[src/design/rqr_pkg.sv]
// shared types and constants for the ready queue with remove
// depends on nothing; used by rqr_ctrl, rqr_dpath and the top level

package rqr_pkg;

    // field widths fixed by the interface
    localparam int ACT_W  = 2;
    localparam int TID_W  = 8;
    localparam int STAT_W = 2;

    // operation codes
    localparam logic [ACT_W-1:0] ACT_ENQUEUE = 2'd0;
    localparam logic [ACT_W-1:0] ACT_DEQUEUE = 2'd1;
    localparam logic [ACT_W-1:0] ACT_TEST    = 2'd2;
    localparam logic [ACT_W-1:0] ACT_REMOVE  = 2'd3;

    // result status codes
    localparam logic [STAT_W-1:0] ST_DONE = 2'd0;
    localparam logic [STAT_W-1:0] ST_MISS = 2'd1;
    localparam logic [STAT_W-1:0] ST_FULL = 2'd2;

    // commands from controller to datapath
    typedef struct packed {
        logic              load;        // latch the incoming transaction
        logic              enq;         // write key at tail, grow queue
        logic              deq_rd;      // read entry at head
        logic              deq_fin;     // take head entry, shrink queue
        logic              scan_start;  // read at head, scan position to head
        logic              scan_read;   // read entry after scan position
        logic              scan_adv;    // move scan position on by one
        logic              shift_step;  // move one younger entry forward
        logic              rem_fin;     // pull tail back, shrink queue
        logic              set_res;     // capture result status
        logic [STAT_W-1:0] res_status;
        logic              push;        // move result into output register
    } t_cmd;

    // status from datapath to controller
    typedef struct packed {
        logic [ACT_W-1:0] act;
        logic             full;
        logic             empty;
        logic             match;       // read data equals the key
        logic             at_last;     // scan position is the youngest entry
        logic             shift_last;  // scan position is second youngest
        logic             out_free;    // output register can take a result
    } t_stat;

endpackage

[src/design/rqr_ctrl.sv]
// controller state machine for the ready queue with remove
// depends on rqr_pkg (t_cmd, t_stat, operation and status codes)

module rqr_ctrl (
    input  logic           i_clk,
    input  logic           i_rst_n,
    input  logic           i_valid,
    output logic           o_ready,
    input  rqr_pkg::t_stat i_stat,
    output rqr_pkg::t_cmd  o_cmd
);

    localparam logic [2:0] S_IDLE   = 3'd0;
    localparam logic [2:0] S_EXEC   = 3'd1;
    localparam logic [2:0] S_DEQ    = 3'd2;
    localparam logic [2:0] S_SCAN   = 3'd3;
    localparam logic [2:0] S_SHIFT  = 3'd4;
    localparam logic [2:0] S_RESULT = 3'd5;

    logic [2:0] r_state;
    logic [2:0] n_state;

    assign o_ready = (r_state == S_IDLE);

    // next state and command decode
    always_comb begin
        n_state = r_state;
        o_cmd   = '0;
        unique case (r_state)
            S_IDLE: begin
                if (i_valid) begin
                    o_cmd.load = 1'b1;
                    n_state    = S_EXEC;
                end
            end
            S_EXEC: begin
                unique case (i_stat.act)
                    rqr_pkg::ACT_ENQUEUE: begin
                        o_cmd.set_res = 1'b1;
                        if (i_stat.full) begin
                            o_cmd.res_status = rqr_pkg::ST_FULL;
                        end else begin
                            o_cmd.enq        = 1'b1;
                            o_cmd.res_status = rqr_pkg::ST_DONE;
                        end
                        n_state = S_RESULT;
                    end
                    rqr_pkg::ACT_DEQUEUE: begin
                        if (i_stat.empty) begin
                            o_cmd.set_res    = 1'b1;
                            o_cmd.res_status = rqr_pkg::ST_MISS;
                            n_state          = S_RESULT;
                        end else begin
                            o_cmd.deq_rd = 1'b1;
                            n_state      = S_DEQ;
                        end
                    end
                    rqr_pkg::ACT_TEST, rqr_pkg::ACT_REMOVE: begin
                        if (i_stat.empty) begin
                            o_cmd.set_res    = 1'b1;
                            o_cmd.res_status = rqr_pkg::ST_MISS;
                            n_state          = S_RESULT;
                        end else begin
                            o_cmd.scan_start = 1'b1;
                            n_state          = S_SCAN;
                        end
                    end
                    default: begin
                        n_state = S_IDLE;
                    end
                endcase
            end
            S_DEQ: begin
                o_cmd.deq_fin    = 1'b1;
                o_cmd.set_res    = 1'b1;
                o_cmd.res_status = rqr_pkg::ST_DONE;
                n_state          = S_RESULT;
            end
            S_SCAN: begin
                // the read after the scan position always goes out
                o_cmd.scan_read = 1'b1;
                priority if (i_stat.match) begin
                    if (i_stat.act == rqr_pkg::ACT_TEST) begin
                        o_cmd.set_res    = 1'b1;
                        o_cmd.res_status = rqr_pkg::ST_DONE;
                        n_state          = S_RESULT;
                    end else if (i_stat.at_last) begin
                        o_cmd.rem_fin    = 1'b1;
                        o_cmd.set_res    = 1'b1;
                        o_cmd.res_status = rqr_pkg::ST_DONE;
                        n_state          = S_RESULT;
                    end else begin
                        n_state = S_SHIFT;
                    end
                end else if (i_stat.at_last) begin
                    o_cmd.set_res    = 1'b1;
                    o_cmd.res_status = rqr_pkg::ST_MISS;
                    n_state          = S_RESULT;
                end else begin
                    o_cmd.scan_adv = 1'b1;
                end
            end
            S_SHIFT: begin
                o_cmd.shift_step = 1'b1;
                if (i_stat.shift_last) begin
                    o_cmd.rem_fin    = 1'b1;
                    o_cmd.set_res    = 1'b1;
                    o_cmd.res_status = rqr_pkg::ST_DONE;
                    n_state          = S_RESULT;
                end
            end
            S_RESULT: begin
                if (i_stat.out_free) begin
                    o_cmd.push = 1'b1;
                    n_state    = S_IDLE;
                end
            end
            default: begin
                n_state = S_IDLE;
            end
        endcase
    end

    // state register
    always_ff @(posedge i_clk) begin
        if (!i_rst_n) begin
            r_state <= S_IDLE;
        end else begin
            r_state <= n_state;
        end
    end

    // an accepted transaction is decoded in the next cycle
    a_load_exec: assert property (@(posedge i_clk) disable iff (!i_rst_n)
        (i_valid && o_ready) |=> (r_state == S_EXEC))
        else $error("accepted transaction not decoded");

    // no enqueue into a full queue
    a_enq_not_full: assert property (@(posedge i_clk) disable iff (!i_rst_n)
        o_cmd.enq |-> !i_stat.full)
        else $error("enqueue issued while full");

    // removal only finishes on a scan or shift of a remove transaction
    a_rem_act: assert property (@(posedge i_clk) disable iff (!i_rst_n)
        o_cmd.rem_fin |-> (i_stat.act == rqr_pkg::ACT_REMOVE))
        else $error("removal finished for wrong operation");

endmodule

[src/design/rqr_dpath.sv]
// datapath for the ready queue with remove: circular entry memory,
// pointers, occupancy, scan position and result registers; depends on rqr_pkg

module rqr_dpath #(
    parameter int DEPTH    = 16,
    parameter int ID_WIDTH = 8
) (
    input  logic                         i_clk,
    input  logic                         i_rst_n,
    input  rqr_pkg::t_cmd                i_cmd,
    output rqr_pkg::t_stat               o_stat,
    input  logic [rqr_pkg::ACT_W-1:0]    i_action,
    input  logic [rqr_pkg::TID_W-1:0]    i_thread_id,
    output logic                         o_valid,
    input  logic                         i_ready,
    output logic [rqr_pkg::STAT_W-1:0]   o_status,
    output logic [rqr_pkg::TID_W-1:0]    o_out_id,
    output logic                         o_now_empty
);

    localparam int PTR_W = $clog2(DEPTH);
    localparam int OCC_W = $clog2(DEPTH + 1);

    logic [ID_WIDTH-1:0]          r_mem [DEPTH];
    logic [ID_WIDTH-1:0]          r_rd_data;
    logic [ID_WIDTH-1:0]          r_key;
    logic [rqr_pkg::ACT_W-1:0]    r_act;
    logic [PTR_W-1:0]             r_head;
    logic [PTR_W-1:0]             r_tail;
    logic [OCC_W-1:0]             r_occ;
    logic [PTR_W-1:0]             r_cpos;
    logic [PTR_W-1:0]             r_cnt;
    logic [rqr_pkg::STAT_W-1:0]   r_res_status;
    logic [rqr_pkg::TID_W-1:0]    r_res_id;
    logic                         r_out_valid;
    logic [rqr_pkg::STAT_W-1:0]   r_out_status;
    logic [rqr_pkg::TID_W-1:0]    r_out_id;
    logic                         r_out_empty;

    logic [ID_WIDTH-1:0]          w_key;
    logic [rqr_pkg::TID_W-1:0]    w_rd_id;
    logic [PTR_W-1:0]             w_nxt1;
    logic [PTR_W-1:0]             w_nxt2;
    logic [PTR_W-1:0]             w_head_nxt;
    logic [PTR_W-1:0]             w_tail_nxt;
    logic [PTR_W-1:0]             w_tail_prv;
    logic                         w_rd_en;
    logic [PTR_W-1:0]             w_rd_addr;
    logic                         w_wr_en;
    logic [PTR_W-1:0]             w_wr_addr;
    logic [ID_WIDTH-1:0]          w_wr_data;
    logic                         w_out_free;

    // identifier sizing between the 8-bit ports and the stored width
    generate
        if (ID_WIDTH > rqr_pkg::TID_W) begin : g_wide
            assign w_key   = {{(ID_WIDTH - rqr_pkg::TID_W){1'b0}}, i_thread_id};
            assign w_rd_id = r_rd_data[rqr_pkg::TID_W-1:0];
        end else if (ID_WIDTH == rqr_pkg::TID_W) begin : g_same
            assign w_key   = i_thread_id;
            assign w_rd_id = r_rd_data;
        end else begin : g_narrow
            assign w_key   = i_thread_id[ID_WIDTH-1:0];
            assign w_rd_id = {{(rqr_pkg::TID_W - ID_WIDTH){1'b0}}, r_rd_data};
        end
    endgenerate

    // circular pointer arithmetic
    always_comb begin
        w_nxt1     = (r_cpos == PTR_W'(DEPTH - 1)) ? '0 : r_cpos + PTR_W'(1);
        w_nxt2     = (w_nxt1 == PTR_W'(DEPTH - 1)) ? '0 : w_nxt1 + PTR_W'(1);
        w_head_nxt = (r_head == PTR_W'(DEPTH - 1)) ? '0 : r_head + PTR_W'(1);
        w_tail_nxt = (r_tail == PTR_W'(DEPTH - 1)) ? '0 : r_tail + PTR_W'(1);
        w_tail_prv = (r_tail == '0) ? PTR_W'(DEPTH - 1) : r_tail - PTR_W'(1);
    end

    // memory port selection
    always_comb begin
        w_rd_en   = i_cmd.deq_rd | i_cmd.scan_start | i_cmd.scan_read | i_cmd.shift_step;
        priority if (i_cmd.deq_rd || i_cmd.scan_start) begin
            w_rd_addr = r_head;
        end else if (i_cmd.scan_read) begin
            w_rd_addr = w_nxt1;
        end else begin
            w_rd_addr = w_nxt2;
        end
        w_wr_en   = i_cmd.enq | i_cmd.shift_step;
        w_wr_addr = i_cmd.enq ? r_tail : r_cpos;
        w_wr_data = i_cmd.enq ? r_key : r_rd_data;
    end

    // entry memory, one write and one registered read a cycle
    always_ff @(posedge i_clk) begin
        if (w_wr_en) begin
            r_mem[w_wr_addr] <= w_wr_data;
        end
        if (w_rd_en) begin
            r_rd_data <= r_mem[w_rd_addr];
        end
    end

    // transaction capture and scan position
    always_ff @(posedge i_clk) begin
        if (i_cmd.load) begin
            r_act <= i_action;
            r_key <= w_key;
        end
        if (i_cmd.scan_start) begin
            r_cpos <= r_head;
            r_cnt  <= '0;
        end else if (i_cmd.scan_adv || i_cmd.shift_step) begin
            r_cpos <= w_nxt1;
            r_cnt  <= r_cnt + PTR_W'(1);
        end
    end

    // queue pointers and occupancy
    always_ff @(posedge i_clk) begin
        if (!i_rst_n) begin
            r_head <= '0;
            r_tail <= '0;
            r_occ  <= '0;
        end else begin
            if (i_cmd.enq) begin
                r_tail <= w_tail_nxt;
                r_occ  <= r_occ + OCC_W'(1);
            end else if (i_cmd.deq_fin) begin
                r_head <= w_head_nxt;
                r_occ  <= r_occ - OCC_W'(1);
            end else if (i_cmd.rem_fin) begin
                r_tail <= w_tail_prv;
                r_occ  <= r_occ - OCC_W'(1);
            end
        end
    end

    // result staging
    always_ff @(posedge i_clk) begin
        if (i_cmd.set_res) begin
            r_res_status <= i_cmd.res_status;
            r_res_id     <= i_cmd.deq_fin ? w_rd_id : '0;
        end
    end

    // output register
    assign w_out_free = !r_out_valid || i_ready;

    always_ff @(posedge i_clk) begin
        if (!i_rst_n) begin
            r_out_valid <= 1'b0;
        end else if (i_cmd.push) begin
            r_out_valid <= 1'b1;
        end else if (i_ready) begin
            r_out_valid <= 1'b0;
        end
    end

    always_ff @(posedge i_clk) begin
        if (i_cmd.push) begin
            r_out_status <= r_res_status;
            r_out_id     <= r_res_id;
            r_out_empty  <= (r_occ == '0);
        end
    end

    assign o_valid     = r_out_valid;
    assign o_status    = r_out_status;
    assign o_out_id    = r_out_id;
    assign o_now_empty = r_out_empty;

    // status towards the controller
    always_comb begin
        o_stat.act        = r_act;
        o_stat.full       = (r_occ == OCC_W'(DEPTH));
        o_stat.empty      = (r_occ == '0);
        o_stat.match      = (r_rd_data == r_key);
        o_stat.at_last    = (OCC_W'(r_cnt) == r_occ - OCC_W'(1));
        o_stat.shift_last = (OCC_W'(r_cnt) + OCC_W'(2) == r_occ);
        o_stat.out_free   = w_out_free;
    end

    // occupancy stays within capacity
    a_occ_bound: assert property (@(posedge i_clk) disable iff (!i_rst_n)
        r_occ <= OCC_W'(DEPTH))
        else $error("occupancy beyond capacity");

    // pointers meet when the queue is empty or full
    a_ptr_meet: assert property (@(posedge i_clk) disable iff (!i_rst_n)
        (r_occ == '0 || r_occ == OCC_W'(DEPTH)) |-> (r_head == r_tail))
        else $error("head and tail disagree with occupancy");

    // a result is never pushed over one still waiting
    a_push_free: assert property (@(posedge i_clk) disable iff (!i_rst_n)
        i_cmd.push |-> w_out_free)
        else $error("result pushed over pending output");

endmodule

[src/design/ready_queue_with_remove.sv]
// top level of the ready queue with remove
// depends on rqr_pkg, rqr_ctrl and rqr_dpath

// Bounded first-in first-out queue of DEPTH thread identifiers with
// enqueue, dequeue, presence test and order-keeping removal of the oldest
// matching entry. Entries sit in a circular memory with one write and one
// registered read a cycle, which sets the timing. A transaction is taken
// only while the controller is idle. After acceptance the controller
// decodes it. An enqueue, a refused enqueue or an operation on an empty
// queue then stages its result; a dequeue first reads the head entry;
// a test or removal scans from the head until it hits or reaches the
// youngest entry, and a removal that hits then moves every younger entry
// forward one place a cycle. The staged result enters the output register
// once that register is free, and the controller is idle again from that
// same edge, so a new transaction is accepted only after the result of
// the last one has reached the output register. The output register
// holds a result until taken while the next transaction is accepted and
// worked on; a result only waits in the controller when the one before
// is still held. Thread identifiers wider than ID_WIDTH lose their high
// bits; a dequeued identifier is returned in its low 8 bits.

module ready_queue_with_remove #(
    parameter int DEPTH    = 16,
    parameter int ID_WIDTH = 8
) (
    input  logic                         i_clk,
    input  logic                         i_rst_n,
    input  logic                         i_valid,
    output logic                         o_ready,
    input  logic [rqr_pkg::ACT_W-1:0]    i_action,
    input  logic [rqr_pkg::TID_W-1:0]    i_thread_id,
    output logic                         o_valid,
    input  logic                         i_ready,
    output logic [rqr_pkg::STAT_W-1:0]   o_status,
    output logic [rqr_pkg::TID_W-1:0]    o_out_id,
    output logic                         o_now_empty
);

    rqr_pkg::t_cmd  w_cmd;
    rqr_pkg::t_stat w_stat;

    // sequencing of each transaction
    rqr_ctrl u_ctrl (
        .i_clk   (i_clk),
        .i_rst_n (i_rst_n),
        .i_valid (i_valid),
        .o_ready (o_ready),
        .i_stat  (w_stat),
        .o_cmd   (w_cmd)
    );

    // storage, pointers and result registers
    rqr_dpath #(
        .DEPTH    (DEPTH),
        .ID_WIDTH (ID_WIDTH)
    ) u_dpath (
        .i_clk       (i_clk),
        .i_rst_n     (i_rst_n),
        .i_cmd       (w_cmd),
        .o_stat      (w_stat),
        .i_action    (i_action),
        .i_thread_id (i_thread_id),
        .o_valid     (o_valid),
        .i_ready     (i_ready),
        .o_status    (o_status),
        .o_out_id    (o_out_id),
        .o_now_empty (o_now_empty)
    );

endmodule
[config.mk]
export PLATFORM = sky130hd
export DESIGN_NAME = ready_queue_with_remove
export DESIGN_NICKNAME = d
export VERILOG_FILES = /design/src/design/rqr_pkg.sv /design/src/design/rqr_ctrl.sv /design/src/design/rqr_dpath.sv /design/src/design/ready_queue_with_remove.sv
export SDC_FILE = /design/constraint.sdc
export NUM_CORES = 1
export LEC_CHECK = 0
export BUFFER_PORTS_ARGS = -buffer_cell sky130_fd_sc_hd__buf_2
export CAP_MARGIN = 20
export CORE_MARGIN = 3
export CORE_UTILIZATION = 57
export CTS_CLUSTER_DIAMETER = 100
export DETAILED_ROUTE_END_ITERATION = 6
export HOLD_SLACK_MARGIN = 0.06
export PLACE_DENSITY = 0.77
export SLEW_MARGIN = 20
export SYNTH_ARGS = -nofsm -noshare
export SYNTH_HDL_FRONTEND = slang
export SYNTH_SLANG_ARGS = --single-unit
[constraint.sdc]
create_clock -name i_clk -period 2.6 [get_ports i_clk]
set_input_delay 0.13 -clock i_clk [delete_from_list [all_inputs] [get_ports i_clk]]
set_output_delay 0.13 -clock i_clk [all_outputs]
set_load 0.01 [all_outputs]
* Yosys cells after proc, flatten, opt, wreduce, memory -nomap -nowiden
Memory sizes are Yosys's and may differ from the RTL's. A register that Yosys moved wholly into a read port is not among the register bits. Index checks and enable logic that the tools add are counted.
Storage, ports and cells: register bits 56, latch bits 0, RAM bits 128, ROM bits 0, input bits 14, output and inout port bits 13, word-level logic and storage cells 127, memories kept 1
Memories:
- u_dpath.r_mem | depth 16, width 8, rd ports 1, clocked after Yosys merged registers in 1, wr ports 1, line rqr_dpath.sv:24 | logic [ID_WIDTH-1:0] r_mem [DEPTH];
Cells by class: add/sub/neg operators 9, multiply operators 0, divide/modulo/power cells 0, order comparisons 0, eq/ne operators 21, shift operators 0, mux-type cells 60, bitwise logic cells 5, reduce and logical (&&, ||, !) cells 17
Operators with widths (number):
- $mux W4 | 15
- $mux W3 | 11
- $mux W1 | 22
- $add A4 B1 Y4 const B | 5
- $pmux W3 S6 | 1
- $eq A4 B4 Y1 const B | 4
- $mux W5 | 3
- $pmux W3 S4 | 1
- $pmux W3 S3 | 1
- $eq A8 B8 Y1 | 1
- $mux W8 | 1
- $eq A3 B2 Y1 const B | 2
- $eq A3 B3 Y1 const B | 2
- $mux W2 | 3
- $ne A2 B1 Y1 const B | 3
- $pmux W3 S2 | 1
- $reduce_bool A2 Y1 | 3
- $add A4 B2 Y5 const B | 1
- $add A5 B1 Y5 const B | 1
- $eq A4 B5 Y1 | 1
- $eq A5 B5 Y1 | 1
- $eq A5 B5 Y1 const B | 1
- $logic_not A5 Y1 | 1
- $sub A5 B1 Y5 const B | 1
- other kinds (19) | 26

* Depth between registers and ports, before layout
Gate-level depths: netlist of run 1.
depth in word-level cells 9, mapped depth 11, depth with buffers taken out 8

* Hierarchy
From an unflattened synthesis of run 1, not the netlist that was laid out.
Unflattened totals: cell total of the unflattened synthesis 695, area total of the unflattened synthesis 8548.2 um^2
By module, submodules not included:
- rqr_dpath | times used 1, cells each 635, area each 8135.3 um^2, seq. area each 5495.3 um^2
- rqr_ctrl | times used 1, cells each 60, area each 412.9 um^2, seq. area each 60.1 um^2

* Worst setup path after synthesis of run 1
Ideal clock, no wire load.
path kind register -> register, from register u_dpath.r_occ[0], to memory u_dpath.r_mem[13][0], enable pin, library setup time 370 ps, arrival 2254 ps, data required time 2230 ps, slack -25 ps, cell stages (with the launch flop) 9, buffers on the path 2, clock period less this slack 2625 ps, path through dfxtp_1 -> inv_1 -> ha_1 -> nor3b_1 -> a211o_1 -> buf_2 -> buf_2 -> o32a_1 -> nor2_1
Between the ends: word-level cells in the longest chain between the ends 7, elaborated cells between the ends (all ways) 8, those cells by class eq/ne: 1; mux: 6; bitwise: 1
Ends and longest elaborated chain:
- start: declaration | line rqr_dpath.sv:30 | logic [OCC_W-1:0] r_occ;
- start signal: assignment | line rqr_dpath.sv:126 | r_occ <= r_occ + OCC_W'(1);
- start signal: assignment | line rqr_dpath.sv:129 | r_occ <= r_occ - OCC_W'(1);
- start signal: assignment | line rqr_dpath.sv:132 | r_occ <= r_occ - OCC_W'(1);
- $eq A5 B5 Y1 (*) | line rqr_dpath.sv:174 | o_stat.full = (r_occ == OCC_W'(DEPTH));
- $mux W1 (*) | line rqr_ctrl.sv:40 | if (i_stat.full) begin
- $mux W1 (*) | line rqr_ctrl.sv:37 | unique case (i_stat.act)
- $mux W2 (*) | line rqr_ctrl.sv:29 | unique case (r_state)
- $or A1 B1 Y1 | line rqr_dpath.sv:87 | w_wr_en = i_cmd.enq | i_cmd.shift_step;
- $mux W1 | line rqr_dpath.sv:94 | if (w_wr_en) begin
- $mux W1 (not written as such) | line rqr_dpath.sv:95 | r_mem[w_wr_addr] <= w_wr_data;
- end: declaration | line rqr_dpath.sv:24
Every way passes the cells marked *; elsewhere a longest branch is shown, timed or not.

* Worst setup path after layout of run 1
from register u_dpath.r_cpos[1], to register u_dpath.r_rd_data[0] (read register of u_dpath.r_mem), data pin
Between the ends: word-level cells in the longest chain between the ends 6, elaborated cells between the ends (all ways) 8, those cells by class add/sub: 2; eq/ne: 2; mux: 4
Ends and longest elaborated chain:
- start: declaration | line rqr_dpath.sv:31 | logic [PTR_W-1:0] r_cpos;
- start signal: assignment | line rqr_dpath.sv:109 | r_cpos <= r_head;
- start signal: assignment | line rqr_dpath.sv:112 | r_cpos <= w_nxt1;
- $add A4 B1 Y4 or $eq A4 B4 Y1 (tied branches) | line rqr_dpath.sv:70 | w_nxt1 = (r_cpos == PTR_W'(DEPTH - 1)) ? '0 : r_cpos + PTR_W'(1);
- $mux W4 (*) | line rqr_dpath.sv:70
- $add A4 B1 Y4 or $eq A4 B4 Y1 (tied branches) | line rqr_dpath.sv:71 | w_nxt2 = (w_nxt1 == PTR_W'(DEPTH - 1)) ? '0 : w_nxt1 + PTR_W'(1);
- $mux W4 | line rqr_dpath.sv:71
- $mux W4 (*) | line rqr_dpath.sv:82 | end else if (i_cmd.scan_read) begin
- $mux W4 (*) | line rqr_dpath.sv:80 | priority if (i_cmd.deq_rd || i_cmd.scan_start) begin
- end: declaration | line rqr_dpath.sv:25 | logic [ID_WIDTH-1:0] r_rd_data;
Marks and branches as above. A chain may end at the register's enable or synchronous reset.

==> flow_summary.json, run 1 <==
{
  "crit_chain": "ha_2 -> a31o_2 -> or3_4 -> and3_1 -> buf_12 -> o22ai_1 -> nand3_1 -> nand4_1",
  "crit_required_ns": 2.90,
  "ir_drop_mv": 0.785,
  "path_clk_slew_ns": 0.07,
  "portBuffers": 26,
  "finalSetupViolations": 0,
  "rsz0062_at_grt": "no",
  "h-tree-depth": 4,
  "setup_tns_ns": 0,
  "slowest_delay_ns": 0.50,
  "clk_latency_ns": 0.44,
  "fin_crit_ns": 2.47,
  "die_height_um": 138,
  "cts_buffer_depth": 2,
  "grt_max_degree": 60,
  "io_pins": 27,
  "numCtsBuffers": 17,
  "worstMarginPinSlew_ns": 0.678,
  "grt_usage": 0.265,
  "place_congestion": 0.953,
  "grt_use_met1": 0.350,
  "fin_worst_skew_ns": 0.0118,
  "dp_hpwl_um": 16800,
  "cts_tree": "done",
  "hold_class": "primary input to register",
  "n_antenna_cell": 0,
  "power.share.clock": 0.177,
  "critPathKind": "register to register",
  "slowest_stage": "edfxtp_1",
  "mostFrequentLayoutCell": "edfxtp_1",
  "vias": 7508,
  "p_leak_nw": 4.03,
  "seq_area_frac_synth": 0.560,
  "yosys_warnings": 0,
  "postSynth.asyncResetShare": 0,
  "synth_seq_cells": 192,
  "dieArea_um2": 19000,
  "critPathLaunchType": "register",
  "grt_use_met2": 0.436,
  "root_buffer": "clkbuf_16",
  "grt_pass1_vias": 7071,
  "hp-start": "i_valid",
  "status": "finished, final reports clean",
  "place_inst": 1092,
  "syn_inst": 847,
  "area_delta_synth_final_pct": 14.4,
  "first_pass_iters": 6,
  "top_usage_layer": "met2",
  "overflow": 0,
  "use_met3": 0.0577,
  "slew_violations": 0,
  "startpoint": "u_dpath.r_cpos[1]",
  "cts_sinks": 192,
  "slew_headroom": 0.548,
  "fp.coreArea_um2": 16800,
  "combPwrFrac": 0.497,
  "synth_ff_type": "edfxtp_1",
  "stdcell_count": 1137,
  "yosys.cell_types.count": 66,
  "initial_core_util": 0.590,
  "drt_wl_total_um": 25000,
  "fillers": 1162,
  "arrival_ns": 2.77,
  "grt_pass1_wl_um": 38100,
  "mostFrequentLayoutCells": "edfxtp_1 (171), mux2i_1 (71), o22ai_1 (66)",
  "antenna_found_initial": 0,
  "synth_area_per_cell_um2": 11.7,
  "max_freq_mhz": 404,
  "die_width_um": 138,
  "drt_iter0_drc": 957,
  "seqPwrFrac": 0.326,
  "drc": 0,
  "syn_nets": 872,
  "p_switching_mw": 6.27,
  "crit_fanout": 32,
  "drtAntennaViolNets": 0,
  "synth_area_um2": 9930,
  "r2r-start": "u_dpath.r_cpos[1]",
  "rows": 47,
  "wire_per_inst_um": 22.0,
  "period_share": 0.951,
  "powerDensity_nw_per_um2": 1340,
  "drive_gt1_frac": 0.167,
  "post_drt_via_cell_ratio": 6.60,
  "end_kind": "register",
  "finalPower_mw": 15.2,
  "fin_nets": 929,
  "synth_edf_count": 171,
  "netSwitchingFraction": 0.411,
  "fin_hold_ws_ns": 0.203,
  "hold_violations": 0,
  "internal_power_mw": 8.97,
  "max_cap_viol_count": 0
}
-- through the flow --
step,worst slack [ns],utilization,instance area (um2)
after floorplan,-0.0246,-,9930
after detailed placement,-0.160,0.628,10600
final,0.127,0.675,11400
after CTS,0.00406,0.672,11300
after global placement,-0.0774,0.628,10600
after global routing,0.00469,0.675,11400
-- layout make-up --
type / count / area, um2 / area share
Inverter: 11 / 41.3 / 0.00364
Clock inverter: 13 / 175 / 0.0154
Timing Repair Buffer: 100 / 807 / 0.0711
Clock buffer: 19 / 433 / 0.0381
Multi-Input combinational cell: 582 / 4060 / 0.358
Tap cell: 220 / 275 / 0.0242
Sequential cell: 192 / 5560 / 0.490
-- registers in the layout, summed over array words and instances (netlist names) --
name and flops:
u_dpath.r_head 4, u_dpath.r_cnt 4, u_dpath.r_tail 4, u_dpath.o_out_id 8, u_dpath.r_cpos 4, u_dpath.o_now_empty 1
u_dpath.o_status 2, u_dpath.r_key 8, u_dpath.r_rd_data 8, u_dpath.r_res_status 2, u_dpath.r_act 2, u_dpath.r_res_id 8
u_ctrl.r_state 3, u_dpath.o_valid 1, u_dpath.r_occ 5, u_dpath.r_mem 128
-- critical path: cells and delay by family (launching register included) --
| family | cells | cell delay [ns] |
|---|---|---|
| buffers and inverters | 1 | 0.18 |
| AO/OA/AOI/OAI | 2 | 0.58 |
| flip-flops | 1 | 0.50 |
| adder cells (fa/ha/maj) | 1 | 0.25 |
| AND/OR/NAND/NOR | 4 | 0.82 |
-- kinds of logic (layout without fill, tap and decap cells) --
| logic type | count (synthesis) | in the layout | synth area share |
|---|---|---|---|
| AOI/OAI and AO/OA | 203 | 203 | 0.144 |
| xor gates and xnor gates | 22 | 22 | 0.0213 |
| adders and majority gates | 11 | 11 | 0.0139 |
| buffers and inverters | 73 | 143 | 0.0362 |
| DFF | 192 | 192 | 0.560 |
| muxes | 75 | 75 | 0.0761 |
| and+or+nand+nor | 271 | 271 | 0.149 |
-- Yosys cell counts (3+ instances only) --
master / n / area [um2]
clkbuf_1: 30 / 113
buf_6: 6 / 67.6
a21oi_1: 24 / 120
o31ai_1: 4 / 30.0
buf_2: 23 / 115
nor2_1: 38 / 143
a211oi_1: 65 / 488
and2_1: 4 / 25.0
nand2b_1: 8 / 50.1
o21ai_0: 9 / 45.0
mux2_2: 4 / 45.0
nand3b_1: 5 / 37.5
or2_2: 4 / 25.0
nand2_1: 49 / 184
buf_4: 3 / 22.5
nor2b_1: 66 / 413
edfxtp_1: 171 / 5130
o22ai_1: 67 / 419
a31oi_1: 6 / 37.5
ha_1: 11 / 138
nand3_1: 44 / 220
xnor2_1: 12 / 105
mux2i_1: 71 / 711
o211ai_1: 3 / 22.5
xor2_1: 9 / 78.8
and3_1: 14 / 87.6
nor3_1: 11 / 55.1
nand4_1: 12 / 75.1
dfxtp_1: 21 / 420
inv_1: 11 / 41.3
-- what timing repair did --
action / in CTS / in global routing
hold buffers: 12 / 0
buffers inserted: 0 / 1
hold endpoints to repair: 15 / 0
endpoints found under the setup margin: 8 / 96
resized for setup: 1 / 14
gates cloned: 0 / 0
pin swaps: 0 / 0
-- power groups by stage --
stage | combinational (mW) | sequential (mW) | clock [mW]
4_1_cts | 7.34 | 4.94 | 2.73
6_report | 7.57 | 4.97 | 2.70
5_1_grt | 8.08 | 5.02 | 2.86
3_3_place_gp | 7.06 | 4.95 | 0
2_1_floorplan | 5.11 | 4.78 | 0
3_5_place_dp | 7.28 | 5.00 | 0
-- per-layer routing --
metal | share of wire | routed length [um] | vias up
li1 | - | - | 3375
met4 | 0.022 | 545 | 0
met1 | 0.41 | 10300 | 3700
met5 | 0 | 0 | -
met3 | 0.078 | 1940 | 48
met2 | 0.49 | 12200 | 385
-- path summary, 6_finish.rpt --
path | to | slack [ns] | cells after the start
setup / recovery | u_dpath.r_rd_data[0] | 0.13 | 8
hold / removal | u_ctrl.r_state[2] | 0.20 | 4
setup reg to reg | u_dpath.r_rd_data[0] | 0.13 | 8
hold reg to reg | u_dpath.o_status[1] | 0.43 | 0
(Power assumes the default switching activity.)
==> run 2: changes to the inputs <==
--- a/config.mk
+++ b/config.mk
@@ -8,12 +8,13 @@
 export BUFFER_PORTS_ARGS = -buffer_cell sky130_fd_sc_hd__buf_2
 export CAP_MARGIN = 20
 export CORE_MARGIN = 3
-export CORE_UTILIZATION = 57
-export CTS_CLUSTER_DIAMETER = 100
+export CORE_UTILIZATION = 56
+export CTS_CLUSTER_DIAMETER = 150
 export DETAILED_ROUTE_END_ITERATION = 6
 export HOLD_SLACK_MARGIN = 0.06
-export PLACE_DENSITY = 0.77
+export PLACE_DENSITY = 0.76
 export SLEW_MARGIN = 20
 export SYNTH_ARGS = -nofsm -noshare
 export SYNTH_HDL_FRONTEND = slang
+export SYNTH_HIERARCHICAL = 1
 export SYNTH_SLANG_ARGS = --single-unit
==> run 2 against run 1 <==
  * The run now ends with negative setup slack left
  * Sequential share of layout area grew 2.5 points
  * Synthesized area shrank 14%
  * Sequential power shrank 5.6%
  * Maximum frequency is 12% lower
  * Combinational power increased by 7.1%
  * Clock power barely moved
  * Cell count is 13% lower
  * Count of clock-buffer cells in the layout is 2 lower
  * Die area is 12% lower
  * Critical path type unchanged
  * Critical endpoint is now u_dpath/r_rd_data[4]
  * Largest cell class unchanged
==> flow_summary.json, run 2 <==
{
  "synth_area_per_cell_um2": 12.3,
  "end_kind": "register",
  "final_cell_area_um2": 10800,
  "fin_nets": 821,
  "antenna_found_initial": 0,
  "die_width_um": 130,
  "placed_cell_area_um2": 9370,
  "synth_area_leaders": "edfxtp_1 (60%), dfxtp_1 (4.9%), a21oi_1 (4.4%)",
  "synth_area_um2": 8550,
  "synth_seq_cells": 192,
  "slowest_delay_ns": 0.35,
  "slew_violations": 0,
  "power.share.clock": 0.175,
  "internal_power_mw": 9.05,
  "max_freq_mhz": 355,
  "place_congestion": 0.965,
  "portBuffers": 26,
  "grt_usage": 0.262,
  "path_clk_slew_ns": 0.08,
  "netSwitchingFraction": 0.416,
  "synth_simple_gate_area_share": 0.120,
  "synth_edf_count": 171,
  "dieArea_um2": 16800,
  "numCtsBuffers": 17,
  "max_cap_viol_count": 0,
  "mostFrequentLayoutCells": "edfxtp_1 (171), nand2_1 (89), buf_4 (68)",
  "violations": "negative setup slack",
  "dp_hpwl_um": 13700,
  "fin_hold_ws_ns": 0.0900,
  "synth.most_common_cell": "edfxtp_1",
  "reg2reg_depth": 16,
  "drive_gt1_frac": 0.318,
  "worst-path-buf-inv": 4,
  "synth_mux_area_frac": 0.0284,
  "status": "complete, but fails checks",
  "first_pass_iters": 6,
  "rows": 44,
  "cts_sinks": 192,
  "cts_tree": "done",
  "yosys.cell_types.count": 58,
  "p_switching_mw": 6.46,
  "fin_ws_ns": -0.215,
  "io_pins": 27,
  "critPathLaunchType": "register",
  "h-tree-depth": 4,
  "synth_ff_type": "edfxtp_1",
  "drt_iter0_drc": 939,
  "wire_per_inst_um": 23.2,
  "yosysTopAreaCellShare": 0.601,
  "grt_pass1_vias": 5947,
  "fin_crit_ns": 2.81,
  "root_buffer": "clkbuf_16",
  "yosysTopAreaCell": "edfxtp_1",
  "p_leak_nw": 3.82,
  "finalPower_mw": 15.5,
  "path_depth": 16,
  "ir_drop_mv": 0.786,
  "powerDensity_nw_per_um2": 1440,
  "crit_chain": "inv_4 -> ha_4 -> nand2_4 -> nor2_4 -> nor2_4 -> and3_4 -> or2_4 -> buf_6 -> nand2_4 -> o31ai_4 -> buf_4 -> o21ai_2 -> buf_6 -> a221oi_2 -> a31oi_1 -> nand3_1",
  "initial_core_util": 0.579,
  "synthAdderAreaFrac": 0.0161,
  "drtAntennaViolNets": 0,
  "slew_headroom": 0.481,
  "slowest_stage": "dfxtp_2",
  "crit_fanout": 8,
  "crit_required_ns": 2.75,
  "rsz0062_at_grt": "yes",
  "grt_pass1_wl_um": 33000,
  "finalSetupViolations": 27,
  "postSynth.asyncResetShare": 0,
  "combPwrFrac": 0.523,
  "largest_register_ffs": 128,
  "yosys_warnings": 6,
  "syn_inst": 695,
  "critPathTopFamily": "simple AND/OR/NAND/NOR gates",
  "vias": 6299,
  "fin_worst_skew_ns": 0.0144,
  "clk_latency_ns": 0.44,
  "synthTopCellsByCount": "edfxtp_1 (171), nand2_1 (99), a21oi_1 (75)",
  "post_drt_via_cell_ratio": 6.34,
  "mostFrequentLayoutCell": "edfxtp_1",
  "syn_nets": 720,
  "fillers": 877,
  "drt_wl_total_um": 23100,
  "hold_depth": 3,
  "regMostFlops": "u_dpath/r_mem",
  "worstMarginPinSlew_ns": 0.775,
  "seqPwrFrac": 0.302,
  "die_height_um": 130,
  "seq_area_frac_synth": 0.650,
  "overflow": 0,
  "area_delta_synth_final_pct": 26.3,
  "period_share": 1.08,
  "hold_class": "primary input to register",
  "n_antenna_cell": 0,
  "synth_top_family_by_area": "compound AO/OA/AOI/OAI gates",
  "hold_violations": 0,
  "arrival_ns": 2.97,
  "synth_xor_area_frac": 0.0256,
  "synth_compound_area_frac": 0.126,
  "fp.coreArea_um2": 14800,
  "cts_buffer_depth": 2,
  "pre_cts_slack_ns": -0.246,
  "critPathKind": "register to register",
  "grt_max_degree": 34,
  "drc": 0
}
==> run 2: changes by cell type in the layout (fill, tap and decap cells not counted), moves of 15 or more <==
cell | before | now
nand3_1 | 43 | 12
nor2b_1 | 64 | 6
a21oi_2 | 0 | 15
nand2_1 | 49 | 89
a21oi_1 | 24 | 60
a211oi_1 | 65 | 1
mux2i_1 | 71 | 10
o22ai_1 | 66 | 0
==> run 2: final timing paths <==
check	startpoint	to	slack, ns
min reg2reg	u_dpath/r_res_id[3]	u_dpath/o_out_id[3]	0.42
max	u_dpath/r_occ[0]	u_dpath/r_rd_data[4]	-0.21
min	i_ready	u_dpath/o_valid	0.09
max reg2reg	u_dpath/r_occ[0]	u_dpath/r_rd_data[4]	-0.21
==> run 2: logic make-up (layout without fill, tap and decap cells) <==
kind of cell / count (synthesis) / count (layout)
adders and majority gates: 11 / 11
xor gates and xnor gates: 25 / 25
AOI/OAI and AO/OA: 163 / 163
buffers and inverters: 55 / 169
DFF: 192 / 192
muxes: 23 / 23
and+or+nand+nor: 226 / 226
==> run 2: routing by layer <==
metal / vias to the layer above / GRT usage / routed length [um] / share of wire
li1: 2776 / - / - / -
met1: 3076 / 0.343 / 8610 / 0.37
met2: 378 / 0.436 / 11500 / 0.50
met3: 69 / 0.0594 / 2190 / 0.095
met4: 0 / 0.0899 / 808 / 0.035
met5: - / 0 / 0 / 0
==> run 2: final cells by class <==
class	instances	area, um2	area share
repair buffers	123	1040	0.0964
well taps	184	230	0.0213
clock inverters	15	216	0.0200
multi-input cells	448	3270	0.303
clock buffers	17	425	0.0394
flip-flops and latches	192	5560	0.515
inverters	14	57.6	0.00533
==> run 2: power by group through the flow <==
stage | registers [mW] | logic, mW | clock network (mW)
finish | 4.69 | 8.11 | 2.71
global route | 4.72 | 8.53 | 2.86
CTS | 4.65 | 7.19 | 2.73
detailed placement | 4.71 | 6.18 | 0
global placement | 4.69 | 5.96 | 0
floorplan | 4.61 | 4.06 | 0
==> run 2: timing repair <==
action	4_1_cts	5_1_grt
pin swaps	9	30
cloned	1	0
setup buffers	10	9
endpoints found under the setup margin	31	42
hold buffers	10	0
resized for setup	59	59
endpoints found under the hold margin	10	0
==> run 2: per-stage QoR <==
step / TNS, ns / std cells / utilization
5_1_grt: -7.27 / 993 / 0.732
3_3_place_gp: -1.16 / 934 / 0.635
4_1_cts: -0.236 / 986 / 0.711
6_report: -1.55 / 993 / 0.732
2_1_floorplan: -1.70 / 695 / -
3_5_place_dp: -2.54 / 934 / 0.635
==> run 2: worst min-delay path, cell delays in order <==
cell      delay [ns]
buf_2           0.07
nand2b_1        0.17
a21boi_0        0.10
==> run 3: changes to the inputs <==
--- a/config.mk
+++ b/config.mk
@@ -5,6 +5,7 @@
 export SDC_FILE = /design/constraint.sdc
 export NUM_CORES = 1
 export LEC_CHECK = 0
+export ABC_AREA = 1
 export BUFFER_PORTS_ARGS = -buffer_cell sky130_fd_sc_hd__buf_2
 export CAP_MARGIN = 20
 export CORE_MARGIN = 3
==> run 3 against run 2 <==
  * The run now ends clean
  * Maximum frequency up 12%
  * Register-to-register slack improved by 0.30 ns
  * Sequential cell count did not move
  * Clock power up 2%
  * Final area is 1.7% higher
  * Total power is 13% lower
  * Critical path type unchanged
  * Largest cell class unchanged
  * Largest power group unchanged
  * Highest routed layer unchanged
==> flow_summary.json, run 3 <==
{
  "status": "finished, final reports clean",
  "initial_core_util": 0.577,
  "cts_buffer_depth": 2,
  "dp_hpwl_um": 14100,
  "slowest_stage": "dfxtp_1",
  "synth.most_common_cell": "edfxtp_1",
  "synth_area_um2": 9230,
  "cts_tree": "done",
  "hold_violations": 0,
  "synth_ff_type": "edfxtp_1",
  "ir_drop_mv": 0.847,
  "n_antenna_cell": 0,
  "path_clk_slew_ns": 0.07,
  "fp.coreArea_um2": 16000,
  "wire_per_inst_um": 18.9,
  "post-route-util": 0.686,
  "finalPower_mw": 13.5,
  "r2r-start": "u_dpath/r_occ[0]",
  "rsz0062_at_grt": "yes",
  "mostFrequentLayoutCells": "edfxtp_1 (171), nand3_1 (162), nand2_1 (162)",
  "rows": 46,
  "syn_inst": 921,
  "hold_depth": 4,
  "synth_area_per_cell_um2": 10.0,
  "dieArea_um2": 18100,
  "synth_seq_cells": 192,
  "crit_fanout": 8,
  "period_share": 0.967,
  "hp-start": "i_valid",
  "drt_wl_total_um": 23400,
  "place_congestion": 0.867,
  "hold_end": "u_ctrl/r_state[2]",
  "vias": 7074,
  "antenna_found_initial": 0,
  "max_freq_mhz": 398,
  "grt_usage": 0.249,
  "slowest_delay_ns": 0.33,
  "r2r-end": "u_dpath/r_rd_data[4]",
  "die_height_um": 134,
  "p_leak_nw": 4.65,
  "arrival_ns": 2.70,
  "yosys_warnings": 6,
  "clk_latency_ns": 0.44,
  "synthTopCellsByCount": "edfxtp_1 (171), nand3_1 (168), nand2_1 (163)",
  "synth_edf_count": 171,
  "h-tree-depth": 4,
  "numCtsBuffers": 17,
  "fin_nets": 1034,
  "crit_chain": "inv_1 -> ha_1 -> nand2_1 -> nor2_2 -> buf_4 -> nor3_2 -> buf_4 -> nor2_8 -> inv_6 -> nand2_8 -> nand2_8 -> buf_6 -> nand2_1 -> nand3_1 -> nand3_1 -> nand3_1 -> nand2_1",
  "drtAntennaViolNets": 0,
  "critPathKind": "register to register",
  "setup_tns_ns": 0,
  "overflow": 0,
  "yosys.cell_types.count": 41,
  "slew_headroom": 0.432,
  "max_cap_viol_count": 0,
  "critPathLaunchType": "register",
  "cts_sinks": 192,
  "portBuffers": 26,
  "fillers": 1134,
  "mostFrequentLayoutCell": "edfxtp_1",
  "worstMarginPinSlew_ns": 0.849,
  "fin_worst_skew_ns": 0.00815,
  "root_buffer": "clkbuf_16",
  "first_pass_iters": 5,
  "seq_area_frac_synth": 0.602,
  "grt_pass1_vias": 6341,
  "powerDensity_nw_per_um2": 1230,
  "fin_crit_ns": 2.52,
  "grt_max_degree": 41,
  "largest_register_ffs": 128,
  "synth_area_leaders": "edfxtp_1 (56%), nand3_1 (9.1%), nand2_1 (6.6%)",
  "io_pins": 27,
  "end_kind": "register",
  "drc": 0,
  "regMostFlops": "u_dpath/r_mem",
  "grt_pass1_wl_um": 34100,
  "hold_class": "primary input to register",
  "area_delta_synth_final_pct": 18.9,
  "rrSetupSlack_ns": 0.08,
  "post_drt_via_cell_ratio": 5.71,
  "syn_nets": 946,
  "slew_violations": 0,
  "postSynth.asyncResetShare": 0,
  "crit_required_ns": 2.79,
  "drive_gt1_frac": 0.166,
  "die_width_um": 134,
  "drt_iter0_drc": 1068,
  "yosysTopAreaCell": "edfxtp_1",
  "finalSetupViolations": 0,
  "reg2reg_depth": 17,
  "yosysTopAreaCellShare": 0.556
}
==> run 3: changes by cell type after synthesis, sizes merged, moves of 17 or more <==
cell    change
nand3b     +32
a21oi      -61
and2       -17
nand3     +158
inv       +142
o21ai      +19
nand2      +71
==> run 3: per-layer routing <==
| layer | global-route usage | vias up | routed length (um) |
|---|---|---|---|
| met4 | 0.0984 | 0 | 497 |
| li1 | - | 3255 | - |
| met1 | 0.352 | 3311 | 9300 |
| met3 | 0.0506 | 52 | 2560 |
| met2 | 0.383 | 456 | 11100 |
| met5 | 0 | - | 0 |
==> run 3: cell families after synthesis <==
group / after synthesis / share of synthesized area
and+or+nand+nor: 445 / 0.232
buffers and inverters: 193 / 0.0924
DFF: 192 / 0.602
AOI/OAI and AO/OA: 54 / 0.0344
xor gates and xnor gates: 26 / 0.0247
adders and majority gates: 11 / 0.0149
==> run 3: worst max-delay path by stage <==
stage	from	endpoint	slack, ns	cells after the start
final	u_dpath/r_occ[0]	u_dpath/r_rd_data[4]	0.08	17
after global routing	u_dpath/r_occ[0]	u_dpath/r_rd_data[1]	-0.04	18
after CTS	u_dpath/r_occ[0]	u_dpath/r_rd_data[2]	0.008	17
after detailed placement	u_dpath/r_occ[0]	u_dpath/r_rd_data[2]	0.02	17
after global placement	u_ctrl/r_state[0]	u_dpath/r_mem[2][4]	0.06	12
after floorplan	u_dpath/r_occ[0]	u_dpath/r_mem[9][0]	-0.003	11
==> run 3: area by class of cell <==
class,count,area [um2],share of cell area
Inverter,156,591,0.0538
Clock inverter,15,196,0.0179
Timing Repair Buffer,106,1010,0.0921
Sequential cell,192,5560,0.506
Clock buffer,17,425,0.0387
Multi-Input combinational cell,536,2930,0.267
Tap cell,216,270,0.0246
==> run 3: report_power, final <==
| group | total, mW | internal (mW) | leakage [nW] | switching, mW |
|---|---|---|---|---|
| Sequential | 4.63 | 4.34 | 1.72 | 0.289 |
| Combinational | 6.12 | 2.18 | 2.62 | 3.93 |
| Clock | 2.76 | 1.54 | 0.304 | 1.21 |
==> run 3: stage by stage <==
step                cells  hold slack, ns  setup WS, ns  cell area [um2]
CTS                  1226           0.139       0.00790            10700
floorplan             921           0.229      -0.00334             9230
global route         1238           0.182       -0.0438            11000
detailed placement   1181           0.308        0.0175             9910
global placement     1181           0.312        0.0645             9910
finish               1238           0.173        0.0847            11000
==> run 3: worst max-delay path: cells and delay by family, from the launching register on <==
kind          cells  cell delay, ns
flops             1            0.33
buf+inv           5            0.63
fa+ha+maj         1            0.19
simple gates     11            1.10
==> run 3: what timing repair did <==
item                       4_1_cts  5_1_grt
pin swaps                        0        7
setup endpoints to repair        1      168
hold endpoints to repair        19        0
setup buffers                    0        6
gates resized for setup          1       26
hold buffers                    12        0
cloned                           1        6
